===== config.mk =====
export PLATFORM = sky130hd
export DESIGN_NAME = rlfs_out
export DESIGN_NICKNAME = d
export VERILOG_FILES = /design/src/rtl/rlfs_pkg.sv /design/src/rtl/rlfs_out.sv
export SDC_FILE = /design/constraint.sdc
export NUM_CORES = 1
export LEC_CHECK = 0
export BUFFER_PORTS_ARGS = -buffer_cell sky130_fd_sc_hd__buf_4
export CAP_MARGIN = 20
export CORE_ASPECT_RATIO = 1.1
export CORE_MARGIN = 4
export CORE_UTILIZATION = 47
export DETAILED_ROUTE_END_ITERATION = 7
export HOLD_SLACK_MARGIN = 0.12
export MAX_ROUTING_LAYER = met4
export PLACE_DENSITY_LB_ADDON = 0.05
export SLEW_MARGIN = 20
export SYNTH_ARGS = -nofsm -noshare
export SYNTH_HDL_FRONTEND = slang
export SYNTH_SLANG_ARGS = --single-unit

===== constraint.sdc =====
create_clock -name clk -period 2.5 [get_ports clk]
set_input_delay 0.125 -clock clk [delete_from_list [all_inputs] [get_ports clk]]
set_output_delay 0.125 -clock clk [all_outputs]
set_load 0.005 [all_outputs]

===== src/rtl/rlfs_pkg.sv =====
`default_nettype none
package rlfs_pkg;

  localparam int unsigned MAX_PIXELS_DEF = 256;
  localparam int unsigned COUNT_W        = 9;
  localparam int unsigned POS_W          = 10;
  localparam int unsigned PIXEL_W        = 24;

  localparam logic [COUNT_W-1:0] PIXEL_COUNT_RST = 9'd150;

  // command kinds carried on in_tuser
  localparam logic [2:0] KIND_WRITE = 3'd0;
  localparam logic [2:0] KIND_READ  = 3'd1;
  localparam logic [2:0] KIND_FILL  = 3'd2;
  localparam logic [2:0] KIND_START = 3'd3;
  localparam logic [2:0] KIND_TICK  = 3'd4;

  localparam logic RESULT_READBACK = 1'b0;
  localparam logic RESULT_TX_WORD  = 1'b1;

  typedef enum logic [1:0] {
    ST_CLEAR,
    ST_IDLE,
    ST_FILL,
    ST_RESP
  } state_t;

  typedef enum logic [1:0] {
    RSP_READBACK,
    RSP_PIXEL,
    RSP_ZERO,
    RSP_LAST
  } rsp_kind_t;

  // pending result handed from the sequencer to the output stage
  typedef struct packed {
    logic      valid;
    rsp_kind_t kind;
    logic      black;
  } rsp_req_t;

endpackage
`default_nettype wire


===== src/rtl/rlfs_out.sv =====
`default_nettype none
module rlfs_out (
  input  wire logic                         clk,
  input  wire logic                         rst_n,
  input  wire rlfs_pkg::rsp_req_t           rsp,
  output logic                              rsp_ready,
  input  wire logic [rlfs_pkg::PIXEL_W-1:0] pixel,
  output logic                              out_tvalid,
  input  wire logic                         out_tready,
  output logic      [55:0]                  out_tdata,
  output logic      [0:0]                   out_tuser,
  output logic                              out_tlast
);

  logic        out_valid_r;
  logic [55:0] data_r;
  logic        type_r;
  logic        last_r;
  logic [55:0] data_nxt;
  logic        type_nxt;
  logic        last_nxt;
  logic        take;
  logic [7:0]  red;
  logic [7:0]  green;
  logic [7:0]  blue;
  logic [7:0]  flag;

  assign red   = pixel[23:16];
  assign green = pixel[15:8];
  assign blue  = pixel[7:0];
  assign flag  = {2'b11, ~blue[7:6], ~green[7:6], ~red[7:6]};

  assign rsp_ready = !out_valid_r || out_tready;
  assign take      = rsp.valid && rsp_ready;

  always_comb begin
    data_nxt = '0;
    type_nxt = rlfs_pkg::RESULT_TX_WORD;
    last_nxt = 1'b0;
    unique case (rsp.kind)
      rlfs_pkg::RSP_READBACK: begin
        type_nxt = rlfs_pkg::RESULT_READBACK;
        if (!rsp.black) begin
          data_nxt[23:0] = {blue, green, red};
        end
      end
      rlfs_pkg::RSP_PIXEL: begin
        data_nxt[55:24] = {red, green, blue, flag};
      end
      rlfs_pkg::RSP_ZERO: begin
        data_nxt = '0;
      end
      rlfs_pkg::RSP_LAST: begin
        last_nxt = 1'b1;
      end
      default: begin
        data_nxt = '0;
      end
    endcase
  end

  always_ff @(posedge clk) begin
    if (!rst_n) begin
      out_valid_r <= 1'b0;
    end else if (take) begin
      out_valid_r <= 1'b1;
    end else if (out_tready) begin
      out_valid_r <= 1'b0;
    end
  end

  always_ff @(posedge clk) begin
    if (take) begin
      data_r <= data_nxt;
      type_r <= type_nxt;
      last_r <= last_nxt;
    end
  end

  assign out_tvalid   = out_valid_r;
  assign out_tdata    = data_r;
  assign out_tuser[0] = type_r;
  assign out_tlast    = last_r;

endmodule
`default_nettype wire


## Word level (Yosys, flattened, before mapping)

Cells that the tools add are included.

| word-level totals | value |
|---|---|
| logic and storage cells | 23 |
| register bits after elaboration | 59 |

| cells by class | value |
|---|---|
| muxes and demuxes | 5 |
| equality and inequality tests | 2 |
| bitwise operators | 4 |
| reduce and logical (&&, ||, !) cells | 6 |

Operator list:

| kind | number |
|---|---|
| $mux W8 | 1 |
| $not A2 Y2 | 3 |
| $mux W1 | 4 |
| $eq A2 B1 Y1 const B | 1 |
| $eq A2 B2 Y1 const B | 1 |
| $logic_not A2 Y1 | 1 |
| $reduce_bool A2 Y1 | 1 |
| $reduce_or A2 Y1 | 1 |
| $logic_and A1 B1 Y1 | 1 |
| $logic_not A1 Y1 | 1 |
| $logic_or A1 B1 Y1 | 1 |
| $not A1 Y1 | 1 |

## Longest topological paths before layout

| depth | value |
|---|---|
| word-level depth | 4 |
| depth in mapped cells | 4 |

## Worst setup path before layout

Ideal clock, no wire load.

| path | value |
|---|---|
| path type | reg2reg |
| start point | register out_valid_r (netlist: out_tvalid) |
| end point | register data_r[0] (netlist: out_tdata[0]) (enable) |
| data arrival time | 1.789 ns |
| period minus slack after synthesis | 2.210 ns |
| slack | 0.290 ns |
| path buffers | 0 |
| setup time | 0.421 ns |
| cell stages (with the launch flop) | 3 |
| path through | dfxtp_1 -> nand2b_1 -> and2_1 |

| on the way | value |
|---|---|
| longest elaborated chain between the ends | 3 |

RTL lines:

| what | line | text |
|---|---|---|
| start, declared | rlfs_out.sv:15 | `logic out_valid_r;` |
| start signal, assigned | rlfs_out.sv:64 | `out_valid_r <= 1'b0;` |
| start signal, assigned | rlfs_out.sv:66 | `out_valid_r <= 1'b1;` |
| start signal, assigned | rlfs_out.sv:68 | `out_valid_r <= 1'b0;` |
| $logic_not A1 Y1 | rlfs_out.sv:33 | `assign rsp_ready = !out_valid_r \|\| out_tready;` |
| $logic_or A1 B1 Y1 | rlfs_out.sv:33 |  |
| net rsp_ready | rlfs_out.sv:6 | `output logic rsp_ready,` |
| $logic_and A1 B1 Y1 | rlfs_out.sv:34 | `assign take = rsp.valid && rsp_ready;` |
| net take | rlfs_out.sv:22 | `logic take;` |
| end signal, assigned | rlfs_out.sv:74 | `data_r <= data_nxt;` |
| end, declared | rlfs_out.sv:16 | `logic [55:0] data_r;` |

The timed path passes the listed nets, and every way through them passes these cells.
A chain may end at the register's enable or synchronous reset.

## Worst setup path after layout

| path | value |
|---|---|
| start point | input rsp[1] in the netlist's numbering |
| end point | register data_r[17] (netlist: out_tdata[17]), data pin |

| on the way | value |
|---|---|
| longest elaborated chain between the ends | 3 |

RTL lines:

| what | line | text |
|---|---|---|
| start, declared | rlfs_out.sv:5 | `input wire rlfs_pkg::rsp_req_t rsp,` |
| $logic_not A2 Y1 | rlfs_out.sv:40 | `unique case (rsp.kind)` |
| $not A1 Y1 (no line) | - |  |
| $reduce_or A2 Y1 (no line) | - |  |

No other way between the ends.

==> metrics <==
outcome complete, no violations; top-level port count 91; via count of the first global-routing pass 1427; Finish-stage setup viols 0; Chip Height 80.3 um; post-synthesis area per instance 17.7 um2; number of antenna violations at the first check in global routing 0; Yosys warning count 0; sequential-to-total area share from yosys stat 77.5%; Antenna Cells 0; Final Hold Violating Endpoints 0; clk_lat worst skew 0.32 ns; die area 0.00592 mm2; fill cell total of the finished layout 336; final hold slack about 0.33 ns; Max Freq 655 MHz; endpoint type of the worst setup path flip-flop; per-cell via count in the routed design ~4.6; Synth area leaders sky130_fd_sc_hd__edfxtp_1 (77%), sky130_fd_sc_hd__and2_4 (7.4%), sky130_fd_sc_hd__and2_1 (7.0%); critical path peak fanout 24; Max-slew headroom 46.7%; portion of the clock cycle consumed by the worst path in the final layout 61.1%; H-tree depth 3; number of port buffers 90; clock sink total 58; Yosys cell types 15; detailed-router iteration count before antenna repair 4; Critical Path Source Type input pin; total DRC errors in the routed layout 0; count of mapped cells out of synthesis 126; wire length of the first global-routing pass roughly 6900 um; worst reg2reg startpoint out_tvalid; areal power density over the cells 640 mW/mm2; Die W 73.7 um; top cell type by total area after synthesis sky130_fd_sc_hd__edfxtp_1; Post-DRT Antenna Nets 0; max_cap viols 0; IR drop worst, VDD 0.513 mV; maximum number of pins on one net before global-route repair 42; critical path start-end classification input pin to flip-flop; summed instance area of the synthesized netlist 0.00223 mm2; portion of total power attributed to the clock network 35.6%; Detail Placement HPWL 2980 um; total track usage 17.1%; launch point of the critical path rsp[1]; starting density of the core 48.4%; Worst EP required 2.69 ns; source of the worst hold timing path rsp[0]; detailed-route wire length per cell between 10 and 15 um; total congestion overflow 0; cell internal power dissipation 1.73 mW; Post-Place Worst Slack 1.02 ns; net switching fraction of the power 20.4%; RSZ-0062 raised after global routing false; number of DRC markers after the initial detailed-route iteration 102; data arrival time of the critical path between 1.5 and 2 ns; number of storage elements in the synthesis netlist 58; final layout net count 282; most common library cell in the layout ignoring fill and taps sky130_fd_sc_hd__buf_4; vias approximately 1400; top cell type's share of synthesized area 76.6%; share of cells above drive strength 1 51.8%; hold crit path type input pin to flip-flop; CORE AREA approximately 0.0046 mm2; clock slew seen by the registers of the worst setup and hold paths about 0.06 ns; Clock Tree Buf Depth 2; sequential fraction of design power between 50% and 60%; slew at the pin with the worst max-slew slack approximately 0.80 ns; Area growth, synth to finish 52.3%; total nets after synthesis ~160; min cycle time layout 1.53 ns; final worst slack 0.973 ns; leakage power summed over all cells 1.45 nW; weighted congestion at the end of routability-driven global placement 0.706; sum of routed wire length over all layers around 4600 um; CTS tree done; worst clock skew on the final layout 0.00454 ns; leading cell types in the layout, fill and taps excluded sky130_fd_sc_hd__buf_4 (90), sky130_fd_sc_hd__edfxtp_1 (57), sky130_fd_sc_hd__dlygate4sd3_1 (28); root buf cell sky130_fd_sc_hd__clkbuf_8; total CTS buffers 9; Setup TNS 0 ns; number of standard-cell rows in the floorplan 26; share of power burned in combinational logic between 10% and 20%; number of pins with negative max-slew slack in the final report 0; P_sw ~0.45 mW
==> through the flow <==
step           instance area (um2)  util, %  total power [mW]  cells
2_1_floorplan                 2230        -              1.25    126
3_3_place_gp                  2950     63.8              1.38    268
3_5_place_dp                  2950     63.8              1.39    268
4_1_cts                       3400     73.7              2.20    311
5_1_grt                       3400     73.7              2.26    311
6_report                      3400     73.7              2.18    311
==> registers in the layout, summed over array words and instances, names as in the netlist <==
register,count
out_tuser,1
out_tdata,55
out_tlast,1
out_tvalid,1
==> cell families (layout without fill, tap and decap cells) <==
group / after synthesis / after routing / synth area share, %
buffers and inverters: 7 / 136 / 2.80
DFF: 58 / 58 / 77.5
AOI/OAI and AO/OA: 1 / 1 / 0.336
and+or+nand+nor: 60 / 60 / 19.4
==> critical path, cell delays in order <==
cell and delay [ns]:
sky130_fd_sc_hd__dlygate4sd3_1 0.53, sky130_fd_sc_hd__buf_4 0.16, sky130_fd_sc_hd__nor3_4 0.66, sky130_fd_sc_hd__and2_1 0.23
==> power by group through the flow <==
stage / Sequential (mW) / Clock (mW) / Combinational, mW
after global routing: 1.16 / 0.830 / 0.274
after detailed placement: 1.17 / 0 / 0.220
after floorplan: 1.18 / 0 / 0.0646
final: 1.15 / 0.775 / 0.253
after CTS: 1.15 / 0.791 / 0.256
after global placement: 1.17 / 0 / 0.213
==> worst paths after layout <==
| kind | end | slack [ns] | cells after the start |
|---|---|---|---|
| max | out_tdata[17] | 0.97 | 4 |
| min | out_tdata[21] | 0.33 | 3 |
| max reg2reg | out_tdata[38] | 0.99 | 3 |
| min reg2reg | out_tdata[37] | 1.03 | 2 |
==> Yosys cell counts <==
cell                       number
sky130_fd_sc_hd__edfxtp_1      57
sky130_fd_sc_hd__or2_2          1
sky130_fd_sc_hd__and2_4        19
sky130_fd_sc_hd__inv_1          1
sky130_fd_sc_hd__nand2b_4       1
sky130_fd_sc_hd__a21boi_0       1
sky130_fd_sc_hd__buf_6          4
sky130_fd_sc_hd__inv_4          1
sky130_fd_sc_hd__nor3_4         1
sky130_fd_sc_hd__and2_1        25
sky130_fd_sc_hd__buf_4          1
sky130_fd_sc_hd__nand2b_1       1
sky130_fd_sc_hd__nor2_1         6
sky130_fd_sc_hd__dfxtp_1        1
sky130_fd_sc_hd__and2_2         6
==> metal layers <==
layer	routed length, um	track usage, %	up-vias
met4	113	10.9	0
met3	361	4.26	11
li1	-	-	685
met1	1660	18.7	667
met5	0	-	-
met2	2470	27.7	60
==> area by class of cell <==
type | instances | area (um2) | share of cell area (%)
Clock buffer | 10 | 128 | 3.75
Tap cell | 56 | 70.1 | 2.06
Inverter | 2 | 10.0 | 0.294
Sequential cell | 58 | 1730 | 50.9
Clock inverter | 5 | 46.3 | 1.36
Multi-Input combinational cell | 61 | 442 | 13.0
Timing Repair Buffer | 119 | 976 | 28.7
==> timing repair <==
item / CTS / global route
endpoints found under the hold margin: 56 / 0
buffers inserted: 0 / 0
gates resized for setup: 0 / 0
hold buffers: 28 / 0
(Power assumes the default switching activity.)
