<file path="config.mk">
export PLATFORM = sky130hd
export DESIGN_NAME = rlfs_ctrl
export DESIGN_NICKNAME = d
export VERILOG_FILES = /design/src/rtl/rlfs_pkg.sv /design/src/rtl/rlfs_ctrl.sv
export SDC_FILE = /design/constraint.sdc
export NUM_CORES = 1
export LEC_CHECK = 0
export BUFFER_PORTS_ARGS = -buffer_cell sky130_fd_sc_hd__buf_2
export CAP_MARGIN = 20
export CORE_MARGIN = 3
export CORE_UTILIZATION = 58
export CTS_CLUSTER_DIAMETER = 150
export DETAILED_ROUTE_END_ITERATION = 6
export PLACE_DENSITY = 0.87
export SYNTH_ARGS = -nofsm -noshare
export SYNTH_HDL_FRONTEND = slang
export SYNTH_SLANG_ARGS = --single-unit
</file>
<file path="constraint.sdc">
create_clock -name clk -period 3.92 [get_ports clk]
set_input_delay 0 -clock clk [delete_from_list [all_inputs] [get_ports clk]]
set_output_delay 0 -clock clk [all_outputs]
set_load 0.1 [all_outputs]
</file>
<file path="src/rtl/rlfs_pkg.sv">
`default_nettype none
package rlfs_pkg;

  localparam int unsigned MAX_PIXELS_DEF = 256;
  localparam int unsigned COUNT_W        = 9;
  localparam int unsigned POS_W          = 10;
  localparam int unsigned PIXEL_W        = 24;

  localparam logic [COUNT_W-1:0] PIXEL_COUNT_RST = 9'd150;

  // command kinds carried on in_tuser
  localparam logic [2:0] KIND_WRITE = 3'd0;
  localparam logic [2:0] KIND_READ  = 3'd1;
  localparam logic [2:0] KIND_FILL  = 3'd2;
  localparam logic [2:0] KIND_START = 3'd3;
  localparam logic [2:0] KIND_TICK  = 3'd4;

  localparam logic RESULT_READBACK = 1'b0;
  localparam logic RESULT_TX_WORD  = 1'b1;

  typedef enum logic [1:0] {
    ST_CLEAR,
    ST_IDLE,
    ST_FILL,
    ST_RESP
  } state_t;

  typedef enum logic [1:0] {
    RSP_READBACK,
    RSP_PIXEL,
    RSP_ZERO,
    RSP_LAST
  } rsp_kind_t;

  // pending result handed from the sequencer to the output stage
  typedef struct packed {
    logic      valid;
    rsp_kind_t kind;
    logic      black;
  } rsp_req_t;

endpackage
`default_nettype wire

</file>
<file path="src/rtl/rlfs_ctrl.sv">
`default_nettype none
module rlfs_ctrl #(
  parameter int unsigned MAX_PIXELS = rlfs_pkg::MAX_PIXELS_DEF,
  localparam int unsigned AW        = (MAX_PIXELS > 1) ? $clog2(MAX_PIXELS) : 1
) (
  input  wire logic                         clk,
  input  wire logic                         rst_n,
  input  wire logic                         cfg_we,
  input  wire logic [rlfs_pkg::COUNT_W-1:0] cfg_wdata,
  input  wire logic                         in_tvalid,
  output logic                              in_tready,
  input  wire logic [2:0]                   kind,
  input  wire logic [7:0]                   pixel_index,
  input  wire logic [rlfs_pkg::PIXEL_W-1:0] color,
  output logic                              ram_we,
  output logic      [AW-1:0]                ram_waddr,
  output logic      [rlfs_pkg::PIXEL_W-1:0] ram_wdata,
  output logic                              ram_re,
  output logic      [AW-1:0]                ram_raddr,
  output rlfs_pkg::rsp_req_t                rsp,
  input  wire logic                         rsp_ready
);

  localparam logic [AW-1:0] LAST_ADDR = AW'(MAX_PIXELS - 1);
  localparam int unsigned COUNT_CAP   = (MAX_PIXELS < 511) ? MAX_PIXELS : 511;

  rlfs_pkg::state_t                 state_r, state_nxt;
  logic                             sending_r, sending_nxt;
  logic [rlfs_pkg::POS_W-1:0]       pos_r, pos_nxt;
  logic [AW-1:0]                    cnt_r, cnt_nxt;
  logic [AW-1:0]                    end_r, end_nxt;
  logic [rlfs_pkg::PIXEL_W-1:0]     color_r, color_nxt;
  rlfs_pkg::rsp_kind_t              rsp_kind_r, rsp_kind_nxt;
  logic                             black_r, black_nxt;
  logic [rlfs_pkg::COUNT_W-1:0]     pixel_count_r;
  logic [rlfs_pkg::COUNT_W-1:0]     active_n;
  logic                             acc;
  logic                             idx_ok;
  logic                             pos_in_frame;

  assign active_n = (32'(pixel_count_r) > MAX_PIXELS) ? rlfs_pkg::COUNT_W'(COUNT_CAP)
                                                      : pixel_count_r;
  assign acc          = in_tvalid && in_tready;
  assign idx_ok       = 32'(pixel_index) < MAX_PIXELS;
  assign pos_in_frame = pos_r <= {1'b0, active_n};

  // next state
  always_comb begin
    state_nxt    = state_r;
    sending_nxt  = sending_r;
    pos_nxt      = pos_r;
    cnt_nxt      = cnt_r;
    end_nxt      = end_r;
    color_nxt    = color_r;
    rsp_kind_nxt = rsp_kind_r;
    black_nxt    = black_r;
    unique case (state_r)
      rlfs_pkg::ST_CLEAR, rlfs_pkg::ST_FILL: begin
        cnt_nxt = cnt_r + 1'b1;
        if (cnt_r == end_r) begin
          state_nxt = rlfs_pkg::ST_IDLE;
        end
      end
      rlfs_pkg::ST_IDLE: begin
        if (acc) begin
          unique case (kind)
            rlfs_pkg::KIND_READ: begin
              rsp_kind_nxt = rlfs_pkg::RSP_READBACK;
              black_nxt    = !idx_ok;
              state_nxt    = rlfs_pkg::ST_RESP;
            end
            rlfs_pkg::KIND_FILL: begin
              if (!sending_r && active_n != '0) begin
                cnt_nxt   = '0;
                end_nxt   = AW'(active_n - 1'b1);
                color_nxt = color;
                state_nxt = rlfs_pkg::ST_FILL;
              end
            end
            rlfs_pkg::KIND_START: begin
              if (!sending_r) begin
                sending_nxt = 1'b1;
                pos_nxt     = '0;
              end
            end
            rlfs_pkg::KIND_TICK: begin
              if (sending_r) begin
                state_nxt = rlfs_pkg::ST_RESP;
                black_nxt = 1'b0;
                if (pos_r == '0) begin
                  rsp_kind_nxt = rlfs_pkg::RSP_ZERO;
                  pos_nxt      = rlfs_pkg::POS_W'(1);
                end else if (pos_in_frame) begin
                  rsp_kind_nxt = rlfs_pkg::RSP_PIXEL;
                  pos_nxt      = pos_r + 1'b1;
                end else begin
                  rsp_kind_nxt = rlfs_pkg::RSP_LAST;
                  sending_nxt  = 1'b0;
                  pos_nxt      = '0;
                end
              end
            end
            default: begin
              state_nxt = rlfs_pkg::ST_IDLE;
            end
          endcase
        end
      end
      rlfs_pkg::ST_RESP: begin
        if (rsp_ready) begin
          state_nxt = rlfs_pkg::ST_IDLE;
        end
      end
      default: begin
        state_nxt = rlfs_pkg::ST_IDLE;
      end
    endcase
  end

  // outputs
  always_comb begin
    in_tready = 1'b0;
    ram_we    = 1'b0;
    ram_waddr = cnt_r;
    ram_wdata = '0;
    ram_re    = 1'b0;
    ram_raddr = AW'(pixel_index);
    unique case (state_r)
      rlfs_pkg::ST_CLEAR: begin
        ram_we = 1'b1;
      end
      rlfs_pkg::ST_FILL: begin
        ram_we    = 1'b1;
        ram_wdata = color_r;
      end
      rlfs_pkg::ST_IDLE: begin
        in_tready = 1'b1;
        if (acc && kind == rlfs_pkg::KIND_WRITE && !sending_r && idx_ok) begin
          ram_we    = 1'b1;
          ram_waddr = AW'(pixel_index);
          ram_wdata = color;
        end
        if (acc && kind == rlfs_pkg::KIND_READ) begin
          ram_re = 1'b1;
        end
        if (acc && kind == rlfs_pkg::KIND_TICK && sending_r && pos_r != '0 &&
            pos_in_frame) begin
          ram_re    = 1'b1;
          ram_raddr = AW'(pos_r - 1'b1);
        end
      end
      rlfs_pkg::ST_RESP: begin
        in_tready = 1'b0;
      end
      default: begin
        in_tready = 1'b0;
      end
    endcase
  end

  // valid, kind, black
  assign rsp = {state_r == rlfs_pkg::ST_RESP, rsp_kind_r, black_r};

  always_ff @(posedge clk) begin
    if (!rst_n) begin
      state_r       <= rlfs_pkg::ST_CLEAR;
      sending_r     <= 1'b0;
      pos_r         <= '0;
      cnt_r         <= '0;
      end_r         <= LAST_ADDR;
      pixel_count_r <= rlfs_pkg::PIXEL_COUNT_RST;
    end else begin
      state_r   <= state_nxt;
      sending_r <= sending_nxt;
      pos_r     <= pos_nxt;
      cnt_r     <= cnt_nxt;
      end_r     <= end_nxt;
      // a frame keeps its length once started
      if (cfg_we && !sending_r) begin
        pixel_count_r <= cfg_wdata;
      end
    end
  end

  always_ff @(posedge clk) begin
    color_r    <= color_nxt;
    rsp_kind_r <= rsp_kind_nxt;
    black_r    <= black_nxt;
  end

endmodule
`default_nettype wire

</file>
; ---- After elaboration in Yosys (flattened, before gate mapping)
; Index checks and enable logic that the tools add are counted.
[totals]
register_bits = 65
out_inout_bits = 47
wordCells = 98
[op_classes]
n_addsub = 4
order_cmp = 2
n_eq_ne = 18
mux = 39
n_reduce_logical = 26
[ops]
columns = op, n
row1 = 8-bit 2-to-1 mux, 7
row2 = 24-bit case mux with 2 select lines, 1
row3 = 10-bit 2-to-1 mux, 4
row4 = 24-bit 2-to-1 mux, 1
row5 = 10-bit case mux with 2 select lines, 1
row6 = 2-bit 2-to-1 mux, 8
row7 = 8-bit case mux with 2 select lines, 1
row8 = 8-bit by 1-bit subtractor with 8-bit output (second input constant), 2
row9 = 4-bit AND reduction, 3
row10 = 10-bit by 1-bit adder with 10-bit output (second input constant), 1
row11 = 10-bit by 9-bit <= comparator with 1-bit output, 1
row12 = 1-bit logical AND, 10
row13 = 10-bit zero test, 1
row14 = 2-bit inequality test (second input constant), 5
row15 = 10-bit nonzero test, 1
row16 = 9-bit > comparator (second input constant), 1
row17 = 1-bit 2-to-1 mux, 9
row18 = 9-bit 2-to-1 mux, 1
row19 = 9-bit nonzero test, 1
row20 = 8-bit by 1-bit adder with 8-bit output (second input constant), 1
row21 = 8-bit equality test, 1
row22 = 2-bit case mux with 4 select lines, 1
row23 = 3-bit by 2-bit equality test with 1-bit output (second input constant), 2
row24 = 2-bit by 1-bit inequality test with 1-bit output (second input constant), 3
row25 = 16 further kinds, 22

; ---- Longest topological paths before layout
[logic_depth]
word_depth = 9
mapped_depth = 10
mapped_depth_nobuf = 9

; ---- Worst setup path after synthesis
; OpenSTA, ideal clock, no wires.
[synth_timing]
path_kind = reg-to-output
startpoint = reg state_r[1]
endpoint = out ram_wdata[0] (netlist name)
arrival_ns = 3.831
t_required_ns = 3.920
path_slack_ns = 0.089
path_stages_with_launch = 10
path_buffers = 2
path_cell_list = dfxtp_1 -> inv_1 -> ha_1 -> buf_2 -> nand2_2 -> or2_1 -> nor4_4 -> buf_2 -> a22oi_1 -> nor2b_1
[synth_via]
elab_chain_len = 7
word_cells_on_any_way = 8
[synth_rtl]
columns = item, line
row1 = from (decl), rlfs_ctrl.sv:27  ; rlfs_pkg::state_t state_r, state_nxt;
row2 = from (signal assigned), rlfs_ctrl.sv:166  ; state_r <= rlfs_pkg::ST_CLEAR;
row3 = from (signal assigned), rlfs_ctrl.sv:173  ; state_r <= state_nxt;
row4 = 2-bit by 1-bit equality test with 1-bit output, rlfs_ctrl.sv:128  ; unique case (state_r)
row5 = 1-bit 2-to-1 mux, rlfs_ctrl.sv:128
row6 = named net in_tready, rlfs_ctrl.sv:11  ; output logic in_tready,
row7 = 1-bit logical AND, rlfs_ctrl.sv:43  ; assign acc = in_tvalid && in_tready;
row8 = 1-bit logical AND (2 in series), rlfs_ctrl.sv:138  ; if (acc && kind == rlfs_pkg::KIND_WRITE && !sending_r && idx_ok) begin
row9 = 24-bit 2-to-1 mux, rlfs_ctrl.sv:138
row10 = 24-bit case mux with 2 select lines, rlfs_ctrl.sv:128
row11 = to (decl), rlfs_ctrl.sv:17  ; output logic [rlfs_pkg::PIXEL_W-1:0] ram_wdata,
; The timed path passes the listed nets, and every way through them passes these cells.

; ---- Worst setup path in the final report
[layout_timing]
startpoint = reg state_r[1]
endpoint = out ram_wdata[12] (netlist name)
[layout_via]
elab_chain_len = 7
word_cells_on_any_way = 8
[layout_rtl]
columns = item, line
row1 = 2-bit by 1-bit equality test with 1-bit output, rlfs_ctrl.sv:128
row2 = 1-bit 2-to-1 mux, rlfs_ctrl.sv:128
row3 = 1-bit logical AND, rlfs_ctrl.sv:43
row4 = 1-bit logical AND (2 in series), rlfs_ctrl.sv:138
row5 = 24-bit 2-to-1 mux, rlfs_ctrl.sv:138
row6 = 24-bit case mux with 2 select lines *, rlfs_ctrl.sv:128
; Mark *: on every way between the ends. The rest lies on a longest branch, timed or not.

==> impl_results.md <==
* Outcome: completed
* Pin count of the biggest net entering global routing at 28
* Simple-gate share of the synthesized area at 22.64%
* Sum Neg Setup Slack at 0 ps
* Initial antenna violation count at 0
* Worst-path cell chain: inv_1, ha_1, nand2_2, or2_1, nor4_4, buf_4, a22oi_1, nor2b_1, buf_2
* Die Span X at 87.79 microns
* H-tree levels at 3
* Max Slew Vio Count at 0
* Seq/Total Area, Yosys at 39.73%
* Post-CTS setup buffer count at 0
* WL per Instance at 16.26 microns
* Max cap viols at 0
* Endpoint class of the critical path: output port
* CTS Buffer Depth at 2
* Die footprint at 7707 sq um
* Starting Density at 60.41%
* Via Count at 3540
* Cell Count, Final, Fillers Out at 617
* Synth Area in Adders at 6.127%
* DRC at 0
* Syn_nets at 485
* Post-synthesis compound-gate area fraction at 19.06%
* RSZ-0062 raised after global routing: false
* Sequential cell area at 1541 sq um
* Static leakage at 2.111 nW
* Final Hold Fails at 0
* Hold Path Class: in2reg
* Grt ovf at 0
* Fin nets at 603
* Arrival @ worst endpoint at 3340 ps
* Main combinational cell family by area after synthesis: simple AND/OR/NAND/NOR gates
* First-pass DRT Iterations at 4
* # IOs at 96
* Mux cell area share after synthesis at 2.290%
* Setup CP Type: reg2out
* Share of synthesized registers carrying an async set or reset at 0%
* CP max-delay cell: nor4_4
* Setup slack, reg-to-reg at 1070 ps
* Die height at 87.79 microns
* R2R Path Start: pixel_count_r[0]$_SDFFE_PN0P_
* Post-DP HPWL at 7074 microns
* Clk slew on worst S/H paths at 70 ps
* Layout cells sized above 1 at 24.44%
* Core area at 6422 sq um
* Post-synth EDFFs at 26
* Area of the multi-input gates at 2185 sq um
* Slew HR at 42.07%
* Ant diodes at 0
* Peak supply drop at 301.8 uV
* CP Max Fanout at 27
* XOR/XNOR Fraction of Synth Area at 6.095%
* Hold path depth at 2
* Worst slew pin tran at 868.9 ps
* Post-Synthesis Cells at 417
* Cell depth of the worst flop-to-flop path at 8
* Layout Skew at 9.717 ps
* Pwr dens at 424.4 nW/um^2
* Unique cell type count in the Yosys netlist at 63
* Register bit count reported by yosys at 64
* Row count at 29
* Hold_ws at 27.16 ps
* First-pass GRT wire length at 16460 microns
* WL final at 10030 microns
* Average size of a mapped cell at 9.304 sq um
* Layout area overhead at 26.38%
* Crit path required time at 3920 ps
* Fin crit share at 85.23%
* Gpl congestion at 0.8748
* CTS tree: yes
* R2r endpoint: end_r[7]$_SDFFE_PN1P_
* CP startpoint: state_r[1]$_SDFFE_PN0P_
* Root Driver: clkbuf_8
* Violation count after the first detailed-route iteration at 180
* Crit-path max cell delay at 490 ps
* GRT Total Usage at 27.25%
* Cells after DPL at 568
* Antenna Violating Nets Remaining at 0
* Fill cells at 437
* Highest Clock Rate at 0.2993 GHz
* I/O Buffers at 94
* Post-DR vias/cell at 5.737
* Setup violators final at 0
* Clock Sinks at 64
* Clock latency on the worst-skew pair at 350 ps
* Critical hold path startpoint: rst_n
* Minimum clock period at 3341 ps
* Warnings from Yosys at 0
* Vias in the first global route at 3514
* Crit path to: ram_wdata[12]
* Number of buffers inserted during clock tree synthesis at 9
* Cell Area, Synth at 3880 sq um
* Top_reg_cell synth: dfxtp_1
* CP Launch Type: register
* Final core occ at 76.35%
synth_stat cells (2+ instances only):
| cell type | number | area [sq um] |
|---|---|---|
| clkbuf_1 | 9 | 33.78 |
| xor2_1 | 17 | 148.9 |
| inv_1 | 12 | 45.04 |
| and4_1 | 2 | 17.52 |
| nor4_1 | 3 | 18.77 |
| a22o_1 | 5 | 43.79 |
| a31oi_1 | 2 | 12.51 |
| nand2b_1 | 4 | 25.02 |
| a21oi_1 | 20 | 100.1 |
| edfxtp_1 | 26 | 780.8 |
| o22ai_1 | 2 | 12.51 |
| nand4_1 | 3 | 18.77 |
| nand2_1 | 54 | 202.7 |
| dfxtp_1 | 38 | 760.7 |
| o211ai_2 | 5 | 62.56 |
| o31ai_1 | 2 | 15.01 |
| nand3_1 | 10 | 50.05 |
| inv_2 | 2 | 7.510 |
| nor3_2 | 2 | 20.02 |
| or3_1 | 2 | 12.51 |
| nand3b_1 | 2 | 15.01 |
| o21ai_1 | 17 | 85.08 |
| a22oi_1 | 24 | 180.2 |
| a211oi_1 | 2 | 15.01 |
| and2_1 | 3 | 18.77 |
| o21ai_0 | 6 | 30.03 |
| or2_1 | 2 | 12.51 |
| nor3_1 | 5 | 25.02 |
| buf_2 | 9 | 45.04 |
| xnor2_1 | 10 | 87.58 |
| nor2_1 | 26 | 97.59 |
| nor2b_1 | 32 | 200.2 |
| and3_1 | 4 | 25.02 |
| mux2_1 | 7 | 78.83 |
| nor3b_1 | 2 | 15.01 |
| ha_1 | 19 | 237.7 |
metrics by stage:
stage / power, mW / worst slack [ps] / cell area [sq um]
2_1_floorplan: 1.313 / 89.19 / 3880
6_report: 2.081 / 578.9 / 4903
3_3_place_gp: 1.421 / 1065 / 4353
5_1_grt: 2.170 / 315.6 / 4903
4_1_cts: 2.085 / 596.6 / 4903
3_5_place_dp: 1.435 / 978.3 / 4353
state kept, by name (all words and copies together), names as in the netlist:
register	count
end_r	8
rsp_kind_r	2
pos_r	10
state_r	2
sending_r	1
cnt_r	8
color_r	24
pixel_count_r	9
placed cells by master (no fill, tap or decap), types with 3 or more instances in the layout:
master | synthesis | final
nor2_1 | 26 | 26
dfxtp_1 | 38 | 38
o21ai_0 | 6 | 6
a22oi_1 | 24 | 24
xnor2_1 | 10 | 10
a21oi_1 | 20 | 20
nand2b_1 | 4 | 4
xor2_1 | 17 | 17
clkbuf_8 | 0 | 10
and2_1 | 3 | 3
o211ai_2 | 5 | 5
edfxtp_1 | 26 | 26
nand3_1 | 10 | 10
nor2b_1 | 32 | 32
a22o_1 | 5 | 5
nand2_1 | 54 | 54
nand4_1 | 3 | 3
and3_1 | 4 | 4
o21ai_1 | 17 | 17
dlygate4sd3_1 | 0 | 33
mux2_1 | 7 | 7
inv_1 | 12 | 12
ha_1 | 19 | 19
nor4_1 | 3 | 3
buf_2 | 9 | 94
nor3_1 | 5 | 5
area by class of cell:
class / instances / area share [%]
multi-input combinational: 318 / 44.55
sequential: 64 / 31.44
timing repair buffer: 128 / 16.48
clock buffer: 10 / 2.807
tap: 77 / 1.965
clock inverter: 6 / 1.684
inverter: 14 / 1.072
cell families (layout without fill, tap and decap cells):
family | Yosys count | in the layout
AO/OA/AOI/OAI | 98 | 98
adder cells (fa/ha/maj) | 19 | 19
multiplexers | 8 | 8
XOR/XNOR | 27 | 27
buffers and inverters | 35 | 158
other | 1 | 1
flip-flops | 64 | 64
AND/OR/NAND/NOR | 165 | 165
power by group:
| group | internal [mW] | switching, mW |
|---|---|---|
| logic | 0.201 | 0.492 |
| clock network | 0.372 | 0.256 |
| registers | 0.722 | 0.0398 |
worst min path at each step:
stage                            endpoint
floorplan            color_r[0]$_DFFE_PP_
detailed placement  color_r[10]$_DFFE_PP_
global route        end_r[1]$_SDFFE_PN1P_
global placement    color_r[19]$_DFFE_PP_
CTS                 end_r[5]$_SDFFE_PN1P_
finish              end_r[5]$_SDFFE_PN1P_
layer usage:
| layer | vias up | share of wire (%) | global-route usage (%) |
|---|---|---|---|
| met3 | 18 | 7.5 | 4.045 |
| met4 | 0 | 2.0 | 11.85 |
| met2 | 152 | 49 | 47.47 |
| met1 | 1639 | 42 | 33.39 |
| met5 | - | 0 | 0 |
| li1 | 1731 | - | - |
worst max-delay path: cells and delay by family, from the launching register on:
kind	cells	cell delay (ps)
compound gates	1	120
buf+inv	3	940
simple gates	4	1200
fa+ha+maj	1	400
flops	1	340
repair_timing:
| item | 4_1_cts | 5_1_grt |
|---|---|---|
| gates resized for setup | 0 | 0 |
| endpoints found under the hold margin | 33 | 0 |
| hold buffers | 33 | 0 |
No activity file was read; power rests on OpenSTA's default activity.
